File: src/hw/rtl/atcd_pkg.sv
package atcd_pkg;

    // pixels in one 4x4 block and width of the pixel position
    localparam int unsigned PIXELS    = 16;
    localparam int unsigned PIX_IDX_W = 4;

    // interpolated alpha entries computed per block (ramp entries 2..7)
    localparam int unsigned RAMP_LANES = 6;

    // colour channels per palette entry
    localparam int unsigned CHANNELS = 3;

    // weighted alpha sum, at most 7*255+3
    localparam int unsigned SUM_W = 11;

    // reciprocal multiply for the divide by 7 and by 5 of the alpha sum
    localparam int unsigned RECIP_W     = 12;
    localparam int unsigned RECIP_SHIFT = 14;
    localparam int unsigned PROD_W      = SUM_W + RECIP_W;
    localparam logic [RECIP_W-1:0] RECIP7 = 12'd2341;
    localparam logic [RECIP_W-1:0] RECIP5 = 12'd3277;

    // alpha_mode register codes
    localparam logic ALPHA_EXPLICIT = 1'b0;
    localparam logic ALPHA_INTERP   = 1'b1;

    // everything the pixel stage needs for one block
    typedef struct packed {
        logic [3:0][23:0] palette;    // {b, g, r} per entry
        logic [7:0][7:0]  ramp;       // interpolated alpha values
        logic [31:0]      color_idx;  // 2-bit palette index per pixel
        logic [63:0]      alpha_bits; // explicit nibbles or a0, a1, 3-bit indices
    } blk_data_t;

    function automatic logic [7:0] expand5(input logic [4:0] v);
        expand5 = {v, v[4:2]};
    endfunction

    function automatic logic [7:0] expand6(input logic [5:0] v);
        expand6 = {v, v[5:4]};
    endfunction

endpackage

File: src/hw/rtl/atcd_color_lane.sv
module atcd_color_lane (
    input  logic            clk,
    input  logic            load,
    input  logic            black,
    input  logic [7:0]      lo,
    input  logic [7:0]      hi,
    output logic [3:0][7:0] pal
);

    logic [3:0][7:0] pal_reg;
    logic [3:0][7:0] pal_next;
    logic [10:0]     mix_lo;
    logic [10:0]     mix_hi;
    logic [7:0]      hi_quarter;
    logic [7:0]      floor_diff;

    // 5/8 and 3/8 blends
    assign mix_lo = 11'(hi) * 11'd3 + 11'(lo) * 11'd5;
    assign mix_hi = 11'(hi) * 11'd5 + 11'(lo) * 11'd3;

    // black mode: lo minus a quarter of hi, floored at zero
    assign hi_quarter = {2'b00, hi[7:2]};
    assign floor_diff = (lo > hi_quarter) ? (lo - hi_quarter) : 8'd0;

    always_comb
    begin
        if (black)
        begin
            pal_next[0] = 8'd0;
            pal_next[1] = floor_diff;
            pal_next[2] = lo;
            pal_next[3] = hi;
        end
        else
        begin
            pal_next[0] = lo;
            pal_next[1] = mix_lo[10:3];
            pal_next[2] = mix_hi[10:3];
            pal_next[3] = hi;
        end
    end

    always_ff @(posedge clk)
    begin
        if (load)
        begin
            pal_reg <= pal_next;
        end
    end

    assign pal = pal_reg;

endmodule

File: src/hw/rtl/atcd_alpha_lane.sv
module atcd_alpha_lane (
    input  logic       clk,
    input  logic       load_sum,
    input  logic       load_div,
    input  logic [2:0] lane_k,
    input  logic [7:0] a0,
    input  logic [7:0] a1,
    output logic [7:0] entry
);

    logic                            eight_next;
    logic [2:0]                      wa;
    logic [atcd_pkg::SUM_W-1:0]      rnd;
    logic [atcd_pkg::SUM_W-1:0]      sum_next;
    logic                            fixed_next;
    logic                            full_next;

    logic [atcd_pkg::SUM_W-1:0]      sum_reg;
    logic                            eight_reg;
    logic                            fixed_reg;
    logic                            full_reg;

    logic [atcd_pkg::RECIP_W-1:0]    recip;
    logic [atcd_pkg::PROD_W-1:0]     prod;
    logic [7:0]                      entry_next;
    logic [7:0]                      entry_reg;

    // weighted sum of the two endpoints, rounding term included
    assign eight_next = (a0 > a1);
    assign wa         = eight_next ? (3'd7 - lane_k) : (3'd5 - lane_k);
    assign rnd        = eight_next ? atcd_pkg::SUM_W'(3) : atcd_pkg::SUM_W'(2);
    assign sum_next   = atcd_pkg::SUM_W'(wa) * atcd_pkg::SUM_W'(a0)
                      + atcd_pkg::SUM_W'(lane_k) * atcd_pkg::SUM_W'(a1) + rnd;

    // six-value ramp: the top two entries are 0 and 255
    assign fixed_next = !eight_next && (lane_k > 3'd4);
    assign full_next  = (lane_k == 3'd6);

    always_ff @(posedge clk)
    begin
        if (load_sum)
        begin
            sum_reg   <= sum_next;
            eight_reg <= eight_next;
            fixed_reg <= fixed_next;
            full_reg  <= full_next;
        end
    end

    // divide by 7 or 5 through a reciprocal multiply
    assign recip = eight_reg ? atcd_pkg::RECIP7 : atcd_pkg::RECIP5;
    assign prod  = atcd_pkg::PROD_W'(sum_reg) * atcd_pkg::PROD_W'(recip);

    always_comb
    begin
        if (fixed_reg)
        begin
            entry_next = full_reg ? 8'hFF : 8'h00;
        end
        else
        begin
            entry_next = prod[atcd_pkg::RECIP_SHIFT +: 8];
        end
    end

    always_ff @(posedge clk)
    begin
        if (load_div)
        begin
            entry_reg <= entry_next;
        end
    end

    assign entry = entry_reg;

endmodule

File: src/hw/rtl/atcd_pixel_serializer.sv
module atcd_pixel_serializer (
    input  logic                              clk,
    input  logic                              rst_n,
    input  logic                              load,
    input  atcd_pkg::blk_data_t               data,
    input  logic                              alpha_mode,
    output logic                              free,
    output logic                              pix_valid,
    input  logic                              pix_stall,
    output logic [31:0]                       pixel_rgba,
    output logic [atcd_pkg::PIX_IDX_W-1:0]    pixel_index,
    output logic                              last_pixel
);

    logic                             valid_reg;
    logic                             valid_next;
    logic [atcd_pkg::PIX_IDX_W-1:0]   cnt_reg;
    logic [atcd_pkg::PIX_IDX_W-1:0]   cnt_next;

    logic [3:0][23:0]                 palette_reg;
    logic [7:0][7:0]                  ramp_reg;
    logic [31:0]                      cidx_reg;
    logic [63:0]                      anib_reg;
    logic [47:0]                      aidx_reg;

    logic                             beat;
    logic                             last;
    logic [7:0]                       alpha;

    assign beat = valid_reg && !pix_stall;
    assign last = (cnt_reg == atcd_pkg::PIX_IDX_W'(atcd_pkg::PIXELS - 1));
    assign free = !valid_reg || (beat && last);

    always_comb
    begin
        valid_next = valid_reg;
        cnt_next   = cnt_reg;
        if (load)
        begin
            valid_next = 1'b1;
            cnt_next   = '0;
        end
        else if (beat)
        begin
            valid_next = !last;
            cnt_next   = cnt_reg + 1'b1;
        end
    end

    always_ff @(posedge clk or negedge rst_n)
    begin
        if (!rst_n)
        begin
            valid_reg <= 1'b0;
            cnt_reg   <= '0;
        end
        else
        begin
            valid_reg <= valid_next;
            cnt_reg   <= cnt_next;
        end
    end

    // per-pixel index fields shift down one pixel per beat
    always_ff @(posedge clk)
    begin
        if (load)
        begin
            palette_reg <= data.palette;
            ramp_reg    <= data.ramp;
            cidx_reg    <= data.color_idx;
            anib_reg    <= data.alpha_bits;
            aidx_reg    <= data.alpha_bits[63:16];
        end
        else if (beat)
        begin
            cidx_reg <= {2'b00, cidx_reg[31:2]};
            anib_reg <= {4'h0, anib_reg[63:4]};
            aidx_reg <= {3'b000, aidx_reg[47:3]};
        end
    end

    always_comb
    begin
        unique case (alpha_mode)
            atcd_pkg::ALPHA_INTERP:   alpha = ramp_reg[aidx_reg[2:0]];
            atcd_pkg::ALPHA_EXPLICIT: alpha = {anib_reg[3:0], anib_reg[3:0]};
            default:                  alpha = {anib_reg[3:0], anib_reg[3:0]};
        endcase
    end

    assign pix_valid   = valid_reg;
    assign pixel_rgba  = {alpha, palette_reg[cidx_reg[1:0]]};
    assign pixel_index = cnt_reg;
    assign last_pixel  = last;

endmodule

File: src/hw/rtl/atc_texture_block_decoder.sv
// ATC RGBA 4x4 block decoder
// input channel (blk_valid / blk_stall): one beat is one compressed block,
//   alpha_block holds the alpha half, color_block the colour half
// output channel (pix_valid / pix_stall): sixteen beats per block, pixels in
//   raster order, pixel_index counts 0..15 and last_pixel marks the final one
// cfg_we / cfg_wdata write alpha_mode: 0 explicit 4-bit alpha, 1 ramp alpha;
//   write it only while no block is in flight
// latency: the first pixel of a block is offered three cycles after the edge
//   that takes its beat (input register loads on that edge, then palette and
//   alpha sum, alpha divide and the pixel stage)
// throughput: one block per 16 cycles, set by the pixel stage giving out one
//   pixel per cycle; later blocks wait in the pipeline registers meanwhile
// reset clears all valid flags and sets alpha_mode to explicit alpha
// while pix_stall is high the current pixel holds, the pipeline fills behind
//   it and blk_stall rises once every stage is occupied
module atc_texture_block_decoder (
    input  logic                            clk,
    input  logic                            rst_n,
    input  logic                            cfg_we,
    input  logic                            cfg_wdata,
    input  logic                            blk_valid,
    output logic                            blk_stall,
    input  logic [63:0]                     alpha_block,
    input  logic [63:0]                     color_block,
    output logic                            pix_valid,
    input  logic                            pix_stall,
    output logic [31:0]                     pixel_rgba,
    output logic [atcd_pkg::PIX_IDX_W-1:0]  pixel_index,
    output logic                            last_pixel
);

    // configuration
    logic alpha_mode_reg;

    // pipeline valid flags
    logic v1_reg, v1_next;
    logic v2_reg, v2_next;
    logic v3_reg, v3_next;
    logic rdy1, rdy2, rdy3;
    logic load1, load2, load3;
    logic ser_free;

    // stage payloads
    logic [63:0]      alpha_s1_reg;
    logic [63:0]      color_s1_reg;
    logic [63:0]      alpha_s2_reg;
    logic [31:0]      cidx_s2_reg;
    logic [63:0]      alpha_s3_reg;
    logic [31:0]      cidx_s3_reg;
    logic [3:0][23:0] pal_s3_reg;
    logic [3:0][23:0] pal_s3_next;

    // lane wiring
    logic [atcd_pkg::CHANNELS-1:0][7:0]        lo_chan;
    logic [atcd_pkg::CHANNELS-1:0][7:0]        hi_chan;
    logic [atcd_pkg::CHANNELS-1:0][3:0][7:0]   pal_chan;
    logic [atcd_pkg::RAMP_LANES-1:0][7:0]      ramp_mid;
    logic                                      black;

    atcd_pkg::blk_data_t blk_data;

    always_ff @(posedge clk or negedge rst_n)
    begin
        if (!rst_n)
        begin
            alpha_mode_reg <= atcd_pkg::ALPHA_EXPLICIT;
        end
        else if (cfg_we)
        begin
            alpha_mode_reg <= cfg_wdata;
        end
    end

    // each stage takes a new block when empty or when its block moves on
    assign rdy3 = !v3_reg || ser_free;
    assign rdy2 = !v2_reg || rdy3;
    assign rdy1 = !v1_reg || rdy2;

    assign load1 = rdy1 && blk_valid;
    assign load2 = rdy2 && v1_reg;
    assign load3 = rdy3 && v2_reg;

    assign v1_next = rdy1 ? blk_valid : v1_reg;
    assign v2_next = rdy2 ? v1_reg : v2_reg;
    assign v3_next = rdy3 ? v2_reg : v3_reg;

    assign blk_stall = !rdy1;

    always_ff @(posedge clk or negedge rst_n)
    begin
        if (!rst_n)
        begin
            v1_reg <= 1'b0;
            v2_reg <= 1'b0;
            v3_reg <= 1'b0;
        end
        else
        begin
            v1_reg <= v1_next;
            v2_reg <= v2_next;
            v3_reg <= v3_next;
        end
    end

    // stage 1: input register
    always_ff @(posedge clk)
    begin
        if (load1)
        begin
            alpha_s1_reg <= alpha_block;
            color_s1_reg <= color_block;
        end
    end

    // endpoint expansion, channel 0 red, 1 green, 2 blue
    assign black      = color_s1_reg[15];
    assign lo_chan[0] = atcd_pkg::expand5(color_s1_reg[14:10]);
    assign lo_chan[1] = atcd_pkg::expand5(color_s1_reg[9:5]);
    assign lo_chan[2] = atcd_pkg::expand5(color_s1_reg[4:0]);
    assign hi_chan[0] = atcd_pkg::expand5(color_s1_reg[31:27]);
    assign hi_chan[1] = atcd_pkg::expand6(color_s1_reg[26:21]);
    assign hi_chan[2] = atcd_pkg::expand5(color_s1_reg[20:16]);

    // stage 2: one lane per colour channel builds its palette column
    for (genvar c = 0; c < atcd_pkg::CHANNELS; c++)
    begin : g_color
        atcd_color_lane u_color_lane (
            .clk   (clk),
            .load  (load2),
            .black (black),
            .lo    (lo_chan[c]),
            .hi    (hi_chan[c]),
            .pal   (pal_chan[c])
        );
    end

    // stages 2 and 3: one lane per interpolated alpha entry
    for (genvar k = 0; k < atcd_pkg::RAMP_LANES; k++)
    begin : g_alpha
        atcd_alpha_lane u_alpha_lane (
            .clk      (clk),
            .load_sum (load2),
            .load_div (load3),
            .lane_k   (3'(k + 1)),
            .a0       (alpha_s1_reg[7:0]),
            .a1       (alpha_s1_reg[15:8]),
            .entry    (ramp_mid[k])
        );
    end

    always_ff @(posedge clk)
    begin
        if (load2)
        begin
            alpha_s2_reg <= alpha_s1_reg;
            cidx_s2_reg  <= color_s1_reg[63:32];
        end
    end

    // merge the channel columns into {b, g, r} palette entries
    always_comb
    begin
        for (int e = 0; e < 4; e++)
        begin
            pal_s3_next[e] = {pal_chan[2][e], pal_chan[1][e], pal_chan[0][e]};
        end
    end

    // stage 3
    always_ff @(posedge clk)
    begin
        if (load3)
        begin
            alpha_s3_reg <= alpha_s2_reg;
            cidx_s3_reg  <= cidx_s2_reg;
            pal_s3_reg   <= pal_s3_next;
        end
    end

    // ramp entries 0 and 1 are the endpoints themselves
    assign blk_data.palette    = pal_s3_reg;
    assign blk_data.ramp       = {ramp_mid, alpha_s3_reg[15:8], alpha_s3_reg[7:0]};
    assign blk_data.color_idx  = cidx_s3_reg;
    assign blk_data.alpha_bits = alpha_s3_reg;

    // stage 4: pixel output, one pixel per beat
    atcd_pixel_serializer u_pixel_serializer (
        .clk         (clk),
        .rst_n       (rst_n),
        .load        (v3_reg && ser_free),
        .data        (blk_data),
        .alpha_mode  (alpha_mode_reg),
        .free        (ser_free),
        .pix_valid   (pix_valid),
        .pix_stall   (pix_stall),
        .pixel_rgba  (pixel_rgba),
        .pixel_index (pixel_index),
        .last_pixel  (last_pixel)
    );

endmodule
File: config.mk
export PLATFORM = sky130hd
export DESIGN_NAME = atc_texture_block_decoder
export DESIGN_NICKNAME = d
export VERILOG_FILES = /design/src/hw/rtl/atcd_pkg.sv /design/src/hw/rtl/atcd_color_lane.sv /design/src/hw/rtl/atcd_alpha_lane.sv /design/src/hw/rtl/atcd_pixel_serializer.sv /design/src/hw/rtl/atc_texture_block_decoder.sv
export SDC_FILE = /design/constraint.sdc
export NUM_CORES = 2
export LEC_CHECK = 0
export ABC_AREA = 1
export BUFFER_PORTS_ARGS = -buffer_cell sky130_fd_sc_hd__buf_2
export CAP_MARGIN = 25
export CORE_MARGIN = 2
export CORE_UTILIZATION = 66
export CTS_CLUSTER_DIAMETER = 200
export DETAILED_ROUTE_END_ITERATION = 7
export PLACE_DENSITY_LB_ADDON = 0.08
export RECOVER_POWER = 50
export SYNTH_ARGS = -nofsm -noshare
export SYNTH_HDL_FRONTEND = slang
export SYNTH_SLANG_ARGS = --single-unit
File: constraint.sdc
create_clock -name clk -period 15.2 [get_ports clk]
set_input_delay 0 -clock clk [delete_from_list [all_inputs] [get_ports clk]]
set_output_delay 0 -clock clk [all_outputs]
set_load 0.01 [all_outputs]
==> impl_metrics.yaml <==
outcome:
  outcome: "complete, but fails checks"
  violations: "max-capacitance violations, max-slew violations"
sta:
  drv_slew: 558
  setup-tns-final_ns: 0
  relSlewSlack_pct: -288
  grt_setup_unrepaired: "false"
  fmax_mhz: 119
  hold_viol_final: 0
  finalCritPeriodShare_pct: 55.1
  setup_viol: 0
  tightest_slew_ns: 5.82
  clock_skew_ns: 0.0600
  period_needed_ns: 8.37
drt:
  firstDrtPassIters: 8
  routed_wl_um: 130000
  drc_errors: 0
  routedWlPerCell_um: 18.4
  ant_nets: 0
  drt_iter0_markers: 2924
  vias_per_cell: 5.49
  route.vias.total: 38800
hold_path:
  min_path_type: "primary input to flip-flop"
  hold_path_depth: 2
  min-delay-start: "alpha_block[51]"
  holdPathEnd: "alpha_s1_reg[51]$_DFFE_PP_"
worst_setup_path:
  cp-end-kind: "flip-flop"
  worstSetupStartpointType: "flip-flop"
  path_cells: "ha_1 > and3_1 > a21oi_1 > inv_1 > nor3_1 > inv_1 > nand2_1 > clkinvlp_2 > buf_4"
  cp_data_required_time_ns: 15.49
  reg2reg_from: "u_pixel_serializer.pixel_index[0]$_DFFE_PN0P_"
  r2r_end: "g_color[0].u_color_lane.pal[8]$_DFFE_PP_"
  worstSetupPathType: "flip-flop to flip-flop"
  crit_family: "buffers and inverters"
  crit_top_cell: "inv_1"
  crit_buf_inv: 4
  r2r_cells: 9
  worst_ep_arrival_time_ns: 8.66
  slowest_delay_ns: 4.25
  crit_fanout: 118
  cp_slowest_cell: "clkinvlp_2"
  r2r_setup_slack_ns: 6.83
placement:
  placed_cell_area_sq_um: 61000
  hpwlAfterDp_um: 94100
  io_buffers: 172
  place_congestion: 0.913
global_routing:
  grt_usage_pct: 29.1
  grt_max_degree: 119
  grt_pass1_wl_um: 206000
  overflow: 0
  busiest_layer: "met2"
  grt_use_met1_pct: 41.3
  use_met3_pct: 3.76
  grt_pass1_vias: 39300
  antenna_found_initial: 2
  met2_usage_pct: 47.6
synthesis:
  synth_edf_count: 875
  seq_area_frac_synth_pct: 45.3
  yosys_warnings: 0
  synthTopCellsByArea: "edfxtp_1, fa_1, ha_1, inv_1, nand2_1"
  syn_area_sq_um: 58600
  synth_common_cells: "inv_1, nand2_1, edfxtp_1"
  synth_area_per_cell_sq_um: 10.8
  yosysMostFrequentCell: "inv_1"
  syn-instance-count: 5412
  yosys.area.top_type: "edfxtp_1"
  synth-seq-cells: 884
  synth_top_area_share_pct: 44.9
  synthFlopType: "edfxtp_1"
  synth.distinct_cells: 59
  ys_async_sr_fraction_pct: 1.02
job:
  drv_cap: 8
layout:
  area_growth_pct: 11.4
  postLayoutCellArea_sq_um: 65200
  diodes: 0
  nets: 7028
  drive_above_1_share_pct: 5.29
  final_util_pct: 74.0
clocking:
  clkTransAtPathRegs_ns: 0.07
  insertion_delay_ns: 0.69
  post_cts_buffers: 0
  cts_made_buffers: 89
  htreeDepth: 3
  tritoncts: "built"
  cts_root_buffer: "clkbuf_16"
  clock-sinks: 884
  clock_path_buffers: 3
die:
  ioPinCount: 173
  die_y_um: 302
  fp-row-count: 109
  start_util_pct: 66.5
  dieArea_sq_um: 91100
  die_w_um: 302
  coreArea_sq_um: 88100
power:
  p_leak_nw: 30.3
  total_power_mw: 8.16
  p_per_area_nw_per_um2: 125
  irDropWorstVdd_uv: 131
cells by family (layout without fill, tap and decap cells):
kind of cell	after synthesis	after routing	share of synthesized area [%]
mux	12	12	0.207
other cells	2	78	0.0128
compound gates	624	624	6.14
xor+xnor	136	136	2.03
fa+ha+maj	1066	1066	28.2
simple gates	1545	1545	10.7
buf+inv	1143	1555	7.48
flops	884	884	45.3
metal layers:
metal / vias up / part of all wire (%) / routed length (um)
met5: - / 0.014 / 18
met4: 2 / 2.7 / 3510
met3: 206 / 5.9 / 7700
met2: 1211 / 48 / 62000
met1: 18800 / 44 / 56600
li1: 18600 / - / -
per-stage QoR:
stage               instances  hold WS, ns  worst slack (ns)
floorplan                5488       -0.296              7.81
global placement         6761       -0.138              9.77
detailed placement       6761       -0.140              9.65
CTS                      7063     0.000262              9.62
global route             7065       0.0285              6.07
finish                   7065       0.0367              6.83
how the worst max path moves through the flow:
stage,depth (start not counted),end,start,slack [ns]
after floorplan,2,u_pixel_serializer.aidx_reg[0]$_DFFE_PP_,u_pixel_serializer.pix_valid$_DFFE_PN0P_,7.81
after detailed placement,23,g_alpha[5].u_alpha_lane.entry[7]$_SDFFCE_PP1P_,g_alpha[3].u_alpha_lane.eight_reg$_DFFE_PP_,9.65
after CTS,23,g_alpha[5].u_alpha_lane.entry[7]$_SDFFCE_PP1P_,g_alpha[3].u_alpha_lane.eight_reg$_DFFE_PP_,9.62
after global routing,9,g_color[2].u_color_lane.pal[6]$_SDFFCE_PP0P_,u_pixel_serializer.pixel_index[0]$_DFFE_PN0P_,6.07
final,9,g_color[0].u_color_lane.pal[8]$_DFFE_PP_,u_pixel_serializer.pixel_index[0]$_DFFE_PN0P_,6.83
after global placement,20,g_alpha[4].u_alpha_lane.entry[5]$_SDFFCE_PP0P_,g_alpha[3].u_alpha_lane.eight_reg$_DFFE_PP_,9.77
layout by cell type (no fill, tap or decap), drive strengths merged, types with 26 or more instances in the layout:
cell type    synthesis  routed
fa                 424     424
nor2               335     335
xor2                92      92
a21o                26      26
buf                 53     128
edfxtp             875     875
nand4               33      33
clkbuf              34     171
o21ai              220     220
a21oi              240     240
nand2              975     975
conb                 2      78
dlygate4sd3          0     139
clkinv               1      40
nor3                32      32
o21bai              26      26
xnor2               44      44
ha                 642     642
inv               1055    1060
nand3              138     138
cell type report:
class,count,area [sq um]
fillers,6109,22900
clock inverters,61,664
multi-input cells,3461,28000
well taps,1165,1460
flip-flops and latches,884,26500
repair buffers,336,2360
inverters,1056,3970
clock buffers,102,2300
power breakdown:
part,internal (mW),switching (mW),total (mW)
sequential,2.93,0.0738,3.00
clock,1.24,0.968,2.21
combinational,1.11,1.83,2.95
timing repair:
action / 4_1_cts / 5_1_grt
hold endpoints to repair: 146 / 0
hold buffers: 139 / 0
resized for setup: 0 / 0
Power figures use the tool's default switching activity.
